--- config.mk ---
export PLATFORM = sky130hd
export DESIGN_NAME = pendulum_state_feedback_pi_unit_flat
export DESIGN_NICKNAME = d
export VERILOG_FILES = /design/src/rtl/psf_pkg.sv /design/src/rtl/psf_in_if.sv /design/src/rtl/psf_out_if.sv /design/src/rtl/pendulum_state_feedback_pi_unit.sv /design/src/flat_wrapper.sv
export SDC_FILE = /design/constraint.sdc
export NUM_CORES = 2
export LEC_CHECK = 0
export BUFFER_PORTS_ARGS = -buffer_cell sky130_fd_sc_hd__buf_2
export CORE_MARGIN = 4
export CORE_UTILIZATION = 30
export DETAILED_ROUTE_END_ITERATION = 8
export GPL_TIMING_DRIVEN = 0
export SLEW_MARGIN = 5
export SYNTH_ARGS = -nofsm -noshare
export SYNTH_HDL_FRONTEND = slang
export SYNTH_SLANG_ARGS = --single-unit
--- constraint.sdc ---
create_clock -name clk_i -period 9.95 [get_ports clk_i]
set_input_delay 0 -clock clk_i [delete_from_list [all_inputs] [get_ports clk_i]]
set_output_delay 0 -clock clk_i [all_outputs]
set_load 0.05 [all_outputs]
--- src/rtl/psf_pkg.sv ---
// Shared widths, register indexes and helpers for the pendulum state feedback unit.
// No dependencies.
package psf_pkg;

  localparam int ANGLE_W = 16;
  localparam int CMD_W   = 8;
  localparam int DRIVE_W = 16;
  localparam int REF_W   = 32;
  localparam int CFG_W   = 24;
  localparam int CFG_IDX_W = 3;
  localparam int ERR_W   = 48;
  // accumulator: |volts| < 2^57, times a 16-bit scale
  localparam int ACC_W   = 80;

  localparam int RAD_PER_UNIT   = 206;
  localparam int RAD_PER_DEGREE = 1144;
  localparam int UPRIGHT_LIMIT  = 90;
  localparam int CMD_START = 100;
  localparam int CMD_STOP  = -100;

  localparam logic [CFG_IDX_W-1:0] REG_GAIN_ARM      = 3'd0;
  localparam logic [CFG_IDX_W-1:0] REG_GAIN_PEN      = 3'd1;
  localparam logic [CFG_IDX_W-1:0] REG_GAIN_ARM_RATE = 3'd2;
  localparam logic [CFG_IDX_W-1:0] REG_GAIN_PEN_RATE = 3'd3;
  localparam logic [CFG_IDX_W-1:0] REG_GAIN_INT      = 3'd4;
  localparam logic [CFG_IDX_W-1:0] REG_DRIVE_SCALE   = 3'd5;
  localparam logic [CFG_IDX_W-1:0] REG_SWING_PERIOD  = 3'd6;
  localparam logic [CFG_IDX_W-1:0] REG_SWING_AMP     = 3'd7;

  // raw angle (or angle difference) to radians, Q16.16
  function automatic logic signed [24:0] to_rad(input logic signed [16:0] x);
    logic signed [24:0] xe;
    xe = 25'(x);
    return xe * 25'(RAD_PER_UNIT);
  endfunction

endpackage

--- src/rtl/psf_in_if.sv ---
// Input channel of the pendulum state feedback unit: one control tick per transaction.
// Depends on psf_pkg.
interface psf_in_if;
  logic                                valid;
  logic                                ready;
  logic signed [psf_pkg::ANGLE_W-1:0]  pendulum_angle;
  logic signed [psf_pkg::ANGLE_W-1:0]  arm_angle;
  logic                                command_valid;
  logic signed [psf_pkg::CMD_W-1:0]    command;

  modport source (output valid, pendulum_angle, arm_angle, command_valid, command,
                  input ready);
  modport sink   (input valid, pendulum_angle, arm_angle, command_valid, command,
                  output ready);
endinterface

--- src/rtl/psf_out_if.sv ---
// Output channel of the pendulum state feedback unit: drive count and reference.
// Depends on psf_pkg.
interface psf_out_if;
  logic                                valid;
  logic                                ready;
  logic signed [psf_pkg::DRIVE_W-1:0]  drive_value;
  logic signed [psf_pkg::REF_W-1:0]    reference_now;

  modport source (output valid, drive_value, reference_now, input ready);
  modport sink   (input valid, drive_value, reference_now, output ready);
endinterface

--- src/rtl/pendulum_state_feedback_pi_unit.sv ---
// Pendulum state feedback controller with PI integrator, bit-serial datapath.
// Steps per transaction: arm, pendulum, arm-rate and pendulum-rate products (16/16/24/24
// multiplier bits), the integrator product (16 bits, skipped outside the upright window),
// a prep state, the 16-bit drive scale product, then output valid held until ready. A new
// transaction is taken only in idle, after the output is taken: one shared serial multiplier.
// Reset: rst_ni async active low; state zero, registers to their default gains.
module pendulum_state_feedback_pi_unit (
  input  logic                             clk_i,
  input  logic                             rst_ni,
  input  logic                             cfg_we_i,
  input  logic [psf_pkg::CFG_IDX_W-1:0]    cfg_idx_i,
  input  logic [psf_pkg::CFG_W-1:0]        cfg_data_i,
  psf_in_if.sink                           in_i,
  psf_out_if.source                        out_o
);

  localparam int AW = psf_pkg::ACC_W;

  // sequencer states
  localparam logic [1:0] ST_IDLE = 2'd0;
  localparam logic [1:0] ST_MUL  = 2'd1;
  localparam logic [1:0] ST_PREP = 2'd2;
  localparam logic [1:0] ST_OUT  = 2'd3;

  // product phases of the serial multiplier
  localparam logic [2:0] PH_ARM      = 3'd0;
  localparam logic [2:0] PH_PEN      = 3'd1;
  localparam logic [2:0] PH_ARM_RATE = 3'd2;
  localparam logic [2:0] PH_PEN_RATE = 3'd3;
  localparam logic [2:0] PH_INT      = 3'd4;
  localparam logic [2:0] PH_DRIVE    = 3'd5;

  // configuration registers
  logic signed [15:0] gain_arm_q, gain_pen_q, gain_int_q;
  logic signed [23:0] gain_arm_rate_q, gain_pen_rate_q;
  logic [15:0]        drive_scale_q, swing_period_q;
  logic [17:0]        swing_amp_q;

  always_ff @(posedge clk_i or negedge rst_ni) begin
    if (!rst_ni) begin
      gain_arm_q      <= -16'sd1004;
      gain_pen_q      <= 16'sd14170;
      gain_arm_rate_q <= -24'sd500053;
      gain_pen_rate_q <= 24'sd909653;
      gain_int_q      <= -16'sd277;
      drive_scale_q   <= 16'd17044;
      swing_period_q  <= 16'd3300;
      swing_amp_q     <= 18'd26214;
    end else if (cfg_we_i) begin
      case (cfg_idx_i)
        psf_pkg::REG_GAIN_ARM:      gain_arm_q      <= cfg_data_i[15:0];
        psf_pkg::REG_GAIN_PEN:      gain_pen_q      <= cfg_data_i[15:0];
        psf_pkg::REG_GAIN_ARM_RATE: gain_arm_rate_q <= cfg_data_i;
        psf_pkg::REG_GAIN_PEN_RATE: gain_pen_rate_q <= cfg_data_i;
        psf_pkg::REG_GAIN_INT:      gain_int_q      <= cfg_data_i[15:0];
        psf_pkg::REG_DRIVE_SCALE:   drive_scale_q   <= cfg_data_i[15:0];
        psf_pkg::REG_SWING_PERIOD:  swing_period_q  <= cfg_data_i[15:0];
        psf_pkg::REG_SWING_AMP:     swing_amp_q     <= cfg_data_i[17:0];
        default: ;
      endcase
    end
  end

  // control state
  logic [1:0]  state_q;
  logic [2:0]  ph_q;
  logic [4:0]  cnt_q;
  logic        sgn_q;       // multiplier operand is two's complement
  logic        upright_q;
  logic        neg_q;       // sign of volts
  logic signed [15:0] prev_pen_q, prev_arm_q;
  logic signed [psf_pkg::ERR_W-1:0] err_sum_q;
  logic signed [31:0] ref_q;
  logic        swinging_q;
  logic [15:0] tick_q;

  // operands latched per transaction
  logic signed [15:0] pen_q, arm_q;
  logic signed [16:0] pen_dq, arm_dq;

  // serial multiplier: m shifts left, q shifts right one bit per cycle
  logic signed [AW-1:0] acc_q, m_q, fb_q;
  logic [23:0]          q_q;

  logic signed [15:0] drive_q;

  logic in_fire, out_fire;
  assign in_fire  = in_i.valid && in_i.ready;
  assign out_fire = out_o.valid && out_o.ready;
  assign in_i.ready = (state_q == ST_IDLE);
  assign out_o.valid = (state_q == ST_OUT);
  assign out_o.drive_value = drive_q;
  assign out_o.reference_now = ref_q;

  // reference and tick update for the incoming transaction
  logic [15:0]        tick_inc, tick_nx;
  logic signed [31:0] ref_cmd, ref_nx;
  logic               sw_nx;
  logic signed [31:0] amp_s;

  always_comb begin
    amp_s   = 32'($unsigned(swing_amp_q));
    tick_inc = (tick_q == 16'hFFFF) ? tick_q : tick_q + 16'd1;
    tick_nx = tick_inc;
    ref_nx  = ref_q;
    sw_nx   = swinging_q;
    ref_cmd = 32'(in_i.command) * 32'(psf_pkg::RAD_PER_DEGREE);
    if (in_i.command_valid) begin
      if (in_i.command == 8'(psf_pkg::CMD_START)) begin
        ref_nx  = amp_s;
        tick_nx = '0;
        sw_nx   = 1'b1;
      end else if (in_i.command == 8'(psf_pkg::CMD_STOP)) begin
        ref_nx = '0;
        sw_nx  = 1'b0;
      end else begin
        ref_nx = ref_cmd;
        sw_nx  = 1'b0;
      end
    end
    if (sw_nx && (tick_nx > swing_period_q)) begin
      ref_nx  = (ref_nx > 32'sd0) ? -amp_s : amp_s;
      tick_nx = '0;
    end
  end

  // one multiplier bit; the top bit of a signed operand has negative weight
  logic                 last;
  logic signed [AW-1:0] addend, acc_nx;

  always_comb begin
    last = (cnt_q == 5'd0);
    if (!q_q[0])            addend = '0;
    else if (last && sgn_q) addend = -m_q;
    else                    addend = m_q;
    acc_nx = acc_q + addend;
  end

  // operand selection for the next phase, integrator saturation, volts and drive clamping
  logic signed [24:0] arm_rad, pen_rad, arm_drad, pen_drad;
  logic signed [32:0] err;
  logic signed [AW-1:0] es_ext, err_max, err_min, es_sat, volts, mag;
  logic [39:0] counts;
  logic signed [15:0] drive_nx;

  always_comb begin
    arm_rad  = psf_pkg::to_rad(17'(arm_q));
    pen_rad  = psf_pkg::to_rad(17'(pen_q));
    arm_drad = psf_pkg::to_rad(arm_dq);
    pen_drad = psf_pkg::to_rad(pen_dq);
    err      = 33'(arm_rad) - 33'(ref_q);
    es_ext   = AW'(err_sum_q);
    err_max  = AW'({1'b0, {(psf_pkg::ERR_W-1){1'b1}}});
    err_min  = -err_max - AW'(1);
    if (acc_nx > err_max)      es_sat = err_max;
    else if (acc_nx < err_min) es_sat = err_min;
    else                       es_sat = acc_nx;
    volts = -es_ext - (fb_q <<< 8);
    mag   = (volts < 0) ? -volts : volts;
    counts = acc_nx[AW-1:40];
    if (neg_q)
      drive_nx = (counts > 40'd32768) ? -16'sd32768 : -$signed(counts[15:0]);
    else
      drive_nx = (counts > 40'd32767) ? 16'sd32767 : $signed(counts[15:0]);
  end

  always_ff @(posedge clk_i or negedge rst_ni) begin
    if (!rst_ni) begin
      state_q    <= ST_IDLE;
      ph_q       <= PH_ARM;
      cnt_q      <= '0;
      sgn_q      <= 1'b0;
      upright_q  <= 1'b0;
      neg_q      <= 1'b0;
      prev_pen_q <= '0;
      prev_arm_q <= '0;
      err_sum_q  <= '0;
      ref_q      <= '0;
      swinging_q <= 1'b0;
      tick_q     <= '0;
    end else begin
      case (state_q)
        ST_IDLE: begin
          if (in_fire) begin
            ref_q      <= ref_nx;
            swinging_q <= sw_nx;
            tick_q     <= tick_nx;
            upright_q  <= (in_i.pendulum_angle > -16'(psf_pkg::UPRIGHT_LIMIT)) &&
                          (in_i.pendulum_angle < 16'(psf_pkg::UPRIGHT_LIMIT));
            prev_pen_q <= in_i.pendulum_angle;
            prev_arm_q <= in_i.arm_angle;
            ph_q       <= PH_ARM;
            cnt_q      <= 5'd15;
            sgn_q      <= 1'b1;
            state_q    <= ST_MUL;
          end
        end
        ST_MUL: begin
          cnt_q <= cnt_q - 5'd1;
          if (last) begin
            case (ph_q)
              PH_ARM: begin
                ph_q <= PH_PEN;  cnt_q <= 5'd15;
              end
              PH_PEN: begin
                ph_q <= PH_ARM_RATE;  cnt_q <= 5'd23;
              end
              PH_ARM_RATE: begin
                ph_q <= PH_PEN_RATE;  cnt_q <= 5'd23;
              end
              PH_PEN_RATE: begin
                if (upright_q) begin
                  ph_q <= PH_INT;  cnt_q <= 5'd15;
                end else begin
                  err_sum_q <= '0;
                  state_q   <= ST_PREP;
                end
              end
              PH_INT: begin
                err_sum_q <= es_sat[psf_pkg::ERR_W-1:0];
                state_q   <= ST_PREP;
              end
              PH_DRIVE: begin
                state_q <= ST_OUT;
              end
              default: state_q <= ST_IDLE;
            endcase
          end
        end
        ST_PREP: begin
          neg_q   <= (volts < 0);
          ph_q    <= PH_DRIVE;
          cnt_q   <= 5'd15;
          sgn_q   <= 1'b0;        // drive scale is unsigned
          state_q <= ST_MUL;
        end
        ST_OUT: begin
          if (out_fire) state_q <= ST_IDLE;
        end
        default: state_q <= ST_IDLE;
      endcase
    end
  end

  // datapath registers (no reset needed)
  always_ff @(posedge clk_i) begin
    case (state_q)
      ST_IDLE: begin
        pen_q  <= in_i.pendulum_angle;
        arm_q  <= in_i.arm_angle;
        pen_dq <= 17'(in_i.pendulum_angle) - 17'(prev_pen_q);
        arm_dq <= 17'(in_i.arm_angle) - 17'(prev_arm_q);
        acc_q  <= '0;
        m_q    <= AW'(psf_pkg::to_rad(17'(in_i.arm_angle)));
        q_q    <= 24'($unsigned(gain_arm_q));
      end
      ST_MUL: begin
        acc_q <= acc_nx;
        m_q   <= m_q <<< 1;
        q_q   <= q_q >> 1;
        if (last) begin
          case (ph_q)
            PH_ARM: begin
              m_q <= AW'(pen_rad);
              q_q <= 24'($unsigned(gain_pen_q));
            end
            PH_PEN: begin
              m_q <= AW'(arm_drad);
              q_q <= gain_arm_rate_q;
            end
            PH_ARM_RATE: begin
              m_q <= AW'(pen_drad);
              q_q <= gain_pen_rate_q;
            end
            PH_PEN_RATE: begin
              fb_q  <= acc_nx;
              acc_q <= es_ext;
              m_q   <= AW'(err);
              q_q   <= 24'($unsigned(gain_int_q));
            end
            PH_DRIVE: begin
              drive_q <= drive_nx;
            end
            default: ;
          endcase
        end
      end
      ST_PREP: begin
        acc_q <= '0;
        m_q   <= mag;
        q_q   <= 24'(drive_scale_q);
      end
      default: ;
    endcase
  end

endmodule

--- src/flat_wrapper.sv ---
// flat-port wrapper written by rule: the top's interface ports become plain ports
module pendulum_state_feedback_pi_unit_flat 
  (clk_i, rst_ni, cfg_we_i, cfg_idx_i, cfg_data_i, in_i_valid, in_i_pendulum_angle, in_i_arm_angle, in_i_command_valid, in_i_command, in_i_ready, out_o_valid, out_o_drive_value, out_o_reference_now, out_o_ready);
  psf_in_if in_i_i ();
  psf_out_if out_o_i ();
  input  logic clk_i;
  input  logic rst_ni;
  input  logic cfg_we_i;
  input  logic [psf_pkg::CFG_IDX_W-1:0] cfg_idx_i;
  input  logic [psf_pkg::CFG_W-1:0] cfg_data_i;
  input wire logic [$bits(in_i_i.valid)-1:0] in_i_valid;
  input wire logic [$bits(in_i_i.pendulum_angle)-1:0] in_i_pendulum_angle;
  input wire logic [$bits(in_i_i.arm_angle)-1:0] in_i_arm_angle;
  input wire logic [$bits(in_i_i.command_valid)-1:0] in_i_command_valid;
  input wire logic [$bits(in_i_i.command)-1:0] in_i_command;
  output wire logic [$bits(in_i_i.ready)-1:0] in_i_ready;
  output wire logic [$bits(out_o_i.valid)-1:0] out_o_valid;
  output wire logic [$bits(out_o_i.drive_value)-1:0] out_o_drive_value;
  output wire logic [$bits(out_o_i.reference_now)-1:0] out_o_reference_now;
  input wire logic [$bits(out_o_i.ready)-1:0] out_o_ready;
  assign in_i_i.valid = in_i_valid;
  assign in_i_i.pendulum_angle = in_i_pendulum_angle;
  assign in_i_i.arm_angle = in_i_arm_angle;
  assign in_i_i.command_valid = in_i_command_valid;
  assign in_i_i.command = in_i_command;
  assign in_i_ready = in_i_i.ready;
  assign out_o_valid = out_o_i.valid;
  assign out_o_drive_value = out_o_i.drive_value;
  assign out_o_reference_now = out_o_i.reference_now;
  assign out_o_i.ready = out_o_ready;
  pendulum_state_feedback_pi_unit u_core (.clk_i(clk_i), .rst_ni(rst_ni), .cfg_we_i(cfg_we_i), .cfg_idx_i(cfg_idx_i), .cfg_data_i(cfg_data_i), .in_i(in_i_i), .out_o(out_o_i));
endmodule
==> results.sh <==
export IMPL_outcome="complete, no violations"
export IMPL_die_y_microns=453
export IMPL_hold_ws_ns=0.0545
export IMPL_antenna_left=0
export IMPL_io_buffer_count=118
export IMPL_synth_nets=7625
export IMPL_cpPeakStageDelay_ns=0.79
export IMPL_setup_viol=0
export IMPL_regArea_sq_um=17500
export IMPL_required_ns=10.49
export IMPL_multi_input_area_sq_um=37700
export IMPL_fp_coreArea_sq_um=197000
export IMPL_dpl_hpwl_microns=163000
export IMPL_antenna_found_initial=5
export IMPL_ys_ff_latch=626
export IMPL_fillCellCount=20200
export IMPL_power_mw=10.3
export IMPL_intPower_mw=6.38
export IMPL_drt_first_pass_iters=8
export IMPL_yosys_warnings=0
export IMPL_grt_pass1_vias=50500
export IMPL_cts_buffers=77
export IMPL_max_cap_viol_count=0
export IMPL_clock_sinks=626
export IMPL_htree_levels=3
export IMPL_cts_tree="done"
export IMPL_gp_congestion=0.951
export IMPL_critPathKind="reg2reg"
export IMPL_drc=0
export IMPL_clock_skew_ns=0.0636
export IMPL_net_switching_power_mw=3.87
export IMPL_slew_headroom=0.0575
export IMPL_path_cells="inv_1 -> ha_1 -> nor4b_2 -> nand2_1 -> clkbuf_1 -> clkbuf_1 -> or3_1 -> a21boi_0 -> ha_1 -> o211ai_1 -> o211ai_1 -> a31oi_2 -> a31oi_1 -> nand3_1 -> a31oi_1 -> a21oi_1 -> xnor2_1 -> or4_1 -> or3_1 -> or4b_4 -> o41a_2 -> buf_6 -> buf_6 -> a221o_1"
export IMPL_clock_path_buffers=3
export IMPL_nets=7896
export IMPL_num_rows=163
export IMPL_finalCritPeriodShare=0.985
export IMPL_hp_class="in2reg"
export IMPL_cp_max_fo=10
export IMPL_power_frac_seq=0.336
export IMPL_slowest_stage="a31oi_1"
export IMPL_ioPinCount=123
export IMPL_clock_latency_ns=0.72
export IMPL_hold_viol=0
export IMPL_grt_pass1_wl_microns=306000
export IMPL_first_iter_violations=5095
export IMPL_ys_types=90
export IMPL_dp_cells=9466
export IMPL_wire_per_inst_microns=20.9
export IMPL_design_area_sq_um=67000
export IMPL_path_delay_family="compound AO/OA/AOI/OAI gates"
export IMPL_cts_clk_slew_worst_paths_ns=0.06
export IMPL_synth_cells=6700
export IMPL_ys_seq_area_frac=0.294
export IMPL_ys_flop_type="edfxtp_1"
export IMPL_place_area_sq_um=63500
export IMPL_die_area_sq_um=205000
export IMPL_start_kind="register"
export IMPL_rsz0062_at_grt="false"
export IMPL_syn_to_final_growth_pct=12.8
export IMPL_pwr_share_comb=0.373
export IMPL_start_util=0.301
export IMPL_synth_edf_count=338
export IMPL_overflow=0
export IMPL_routed_wl_microns=202000
export IMPL_fin_util=0.340
export IMPL_max_vdd_ir_drop_v=0.000137
export IMPL_finalMaxSlewViolations=0
export IMPL_num_vias=51700
export IMPL_grt_usage=0.192
export IMPL_cp_end_kind="register"
export IMPL_critical_path_buf_inv_count=5
export IMPL_leakagePower_nw=29.3
export IMPL_ys_async_sr_fraction=0.460
export IMPL_finalCriticalPeriod_ns=9.81
export IMPL_p_clk_frac=0.292
export IMPL_die_x_microns=453
export IMPL_swShare=0.378
export IMPL_arrival_ns=10.34
export IMPL_power_density_nw_per_um2=153
export IMPL_avgSynthCellArea_sq_um=8.87
export IMPL_max_freq_ghz=0.102
export IMPL_drive_above_1_share=0.0777
export IMPL_stdcell_count=9680
export IMPL_worst_pin_slew_ns=1.41
export IMPL_netlist_area_sq_um=59400
export IMPL_grt_max_degree=108
export IMPL_routed_via_density=5.34
export IMPL_root_buffer="clkbuf_16"
## layer usage
| metal | part of all wire | track usage | routed length (microns) | up-vias |
|---|---|---|---|---|
| met5 | 0.000064 | 0 | 13 | - |
| met4 | 0.036 | 0.0642 | 7330 | 2 |
| met3 | 0.075 | 0.0310 | 15200 | 284 |
| met2 | 0.45 | 0.307 | 90200 | 1874 |
| met1 | 0.44 | 0.264 | 89100 | 25400 |
| li1 | - | - | - | 24200 |
## state kept, by name, indices dropped and copies added, names as in the netlist, 16 cells and up
signal and flops:
u_core.err_sum_q 48, u_core.swing_period_q 16, u_core.gain_arm_rate_q 24, u_core.tick_q 16, u_core.prev_arm_q 16, u_core.drive_scale_q 16
u_core.arm_dq 17, u_core.pen_dq 17, u_core.out_o.drive_value 16, u_core.gain_int_q 16, u_core.gain_pen_rate_q 24, u_core.swing_amp_q 18
u_core.acc_q 80, u_core.gain_arm_q 16, u_core.m_q 80, u_core.pen_q 16, u_core.gain_pen_q 16, u_core.prev_pen_q 16
u_core.q_q 24, u_core.arm_q 16, u_core.fb_q 72, u_core.out_o.reference_now 32
## through the flow
| step | TNS, ns | setup WS (ns) |
|---|---|---|
| global placement | -129.27 | -2.14 |
| floorplan | 0 | 2.34 |
| detailed placement | -33.07 | -0.628 |
| CTS | 0 | 0.0549 |
| global route | 0 | 0.00458 |
| finish | 0 | 0.145 |
## cell usage after synthesis (all sizes together) (73+ instances only)
master,n,share of area
dfrtp,213,0.090
and2,98,0.010
mux2,153,0.029
fa,238,0.080
dfstp,75,0.033
o21ai,422,0.036
xnor2,274,0.040
clkbuf,227,0.014
nand3,91,0.0077
nand2,512,0.032
inv,924,0.058
a21oi,559,0.047
nor3,120,0.010
edfxtp,338,0.17
ha,614,0.13
xor2,177,0.026
a21o,119,0.015
o211ai,73,0.0092
a31oi,77,0.0082
nor2,400,0.025
## power groups by stage
stage	Sequential [mW]	Combinational [mW]	Clock [mW]
floorplan	3.43	2.63	0
global placement	3.48	3.63	0
detailed placement	3.49	3.68	0
CTS	3.44	3.74	3.04
global route	3.47	4.21	3.15
finish	3.44	3.82	2.99
## worst paths after layout
kind                                   startpoint              endpoint  slack [ns]  cells after the start
min in group asynchronous                  rst_ni      u_core.tick_q[5]        0.53                      4
min                        in_i_pendulum_angle[0]       u_core.pen_q[0]        0.05                      2
max in group asynchronous                  rst_ni          u_core.sgn_q        8.07                      6
max reg2reg                       u_core.cnt_q[0]  u_core.err_sum_q[40]        0.14                     24
max                               u_core.cnt_q[0]  u_core.err_sum_q[40]        0.14                     24
min reg2reg                     u_core.swinging_q     u_core.swinging_q        0.48                      2
## kinds of logic (layout without fill, tap and decap cells)
logic type,count (synthesis),count (layout),synth area share
other,0,4,0
flip-flops,626,626,0.294
adder cells (fa/ha/maj),852,852,0.209
AND/OR/NAND/NOR,1619,1619,0.131
buffers and inverters,1171,1507,0.0745
XOR/XNOR,451,451,0.0665
multiplexers,167,167,0.0313
AO/OA/AOI/OAI,1814,1814,0.194
## layout by cell type (no fill, tap or decap), drive strengths merged, types with 56 or more instances in the layout
master	n
edfxtp	338
nand4	71
nor2	400
o21ai	422
xor2	177
a221o	56
a21oi	559
or3	58
mux2	153
ha	614
dfrtp	213
xnor2	274
nand2	512
a21o	119
fa	238
and2	98
nor3	120
a31oi	77
inv	934
dlygate4sd3	68
buf	148
dfstp	75
clkbuf	329
o21bai	59
o211ai	73
nand3	91
## area by class of cell
class                           instances  share of cell area
Antenna cell                            4            0.000149
Tap cell                             2640              0.0493
Sequential cell                       626               0.260
Clock buffer                          106              0.0323
Timing Repair Buffer                  196              0.0219
Buffer                                243              0.0141
Clock inverter                         38             0.00780
Inverter                              924              0.0518
Multi-Input combinational cell       4903               0.562
## what timing repair did
| item | CTS | global route |
|---|---|---|
| setup buffers | 0 | 2 |
| pin swaps | 1 | 3 |
| setup endpoints to repair | 63 | 108 |
| gates resized for setup | 10 | 20 |
| hold buffers | 68 | 0 |
| hold endpoints to repair | 427 | 0 |
No activity file was read; power rests on OpenSTA's default activity.
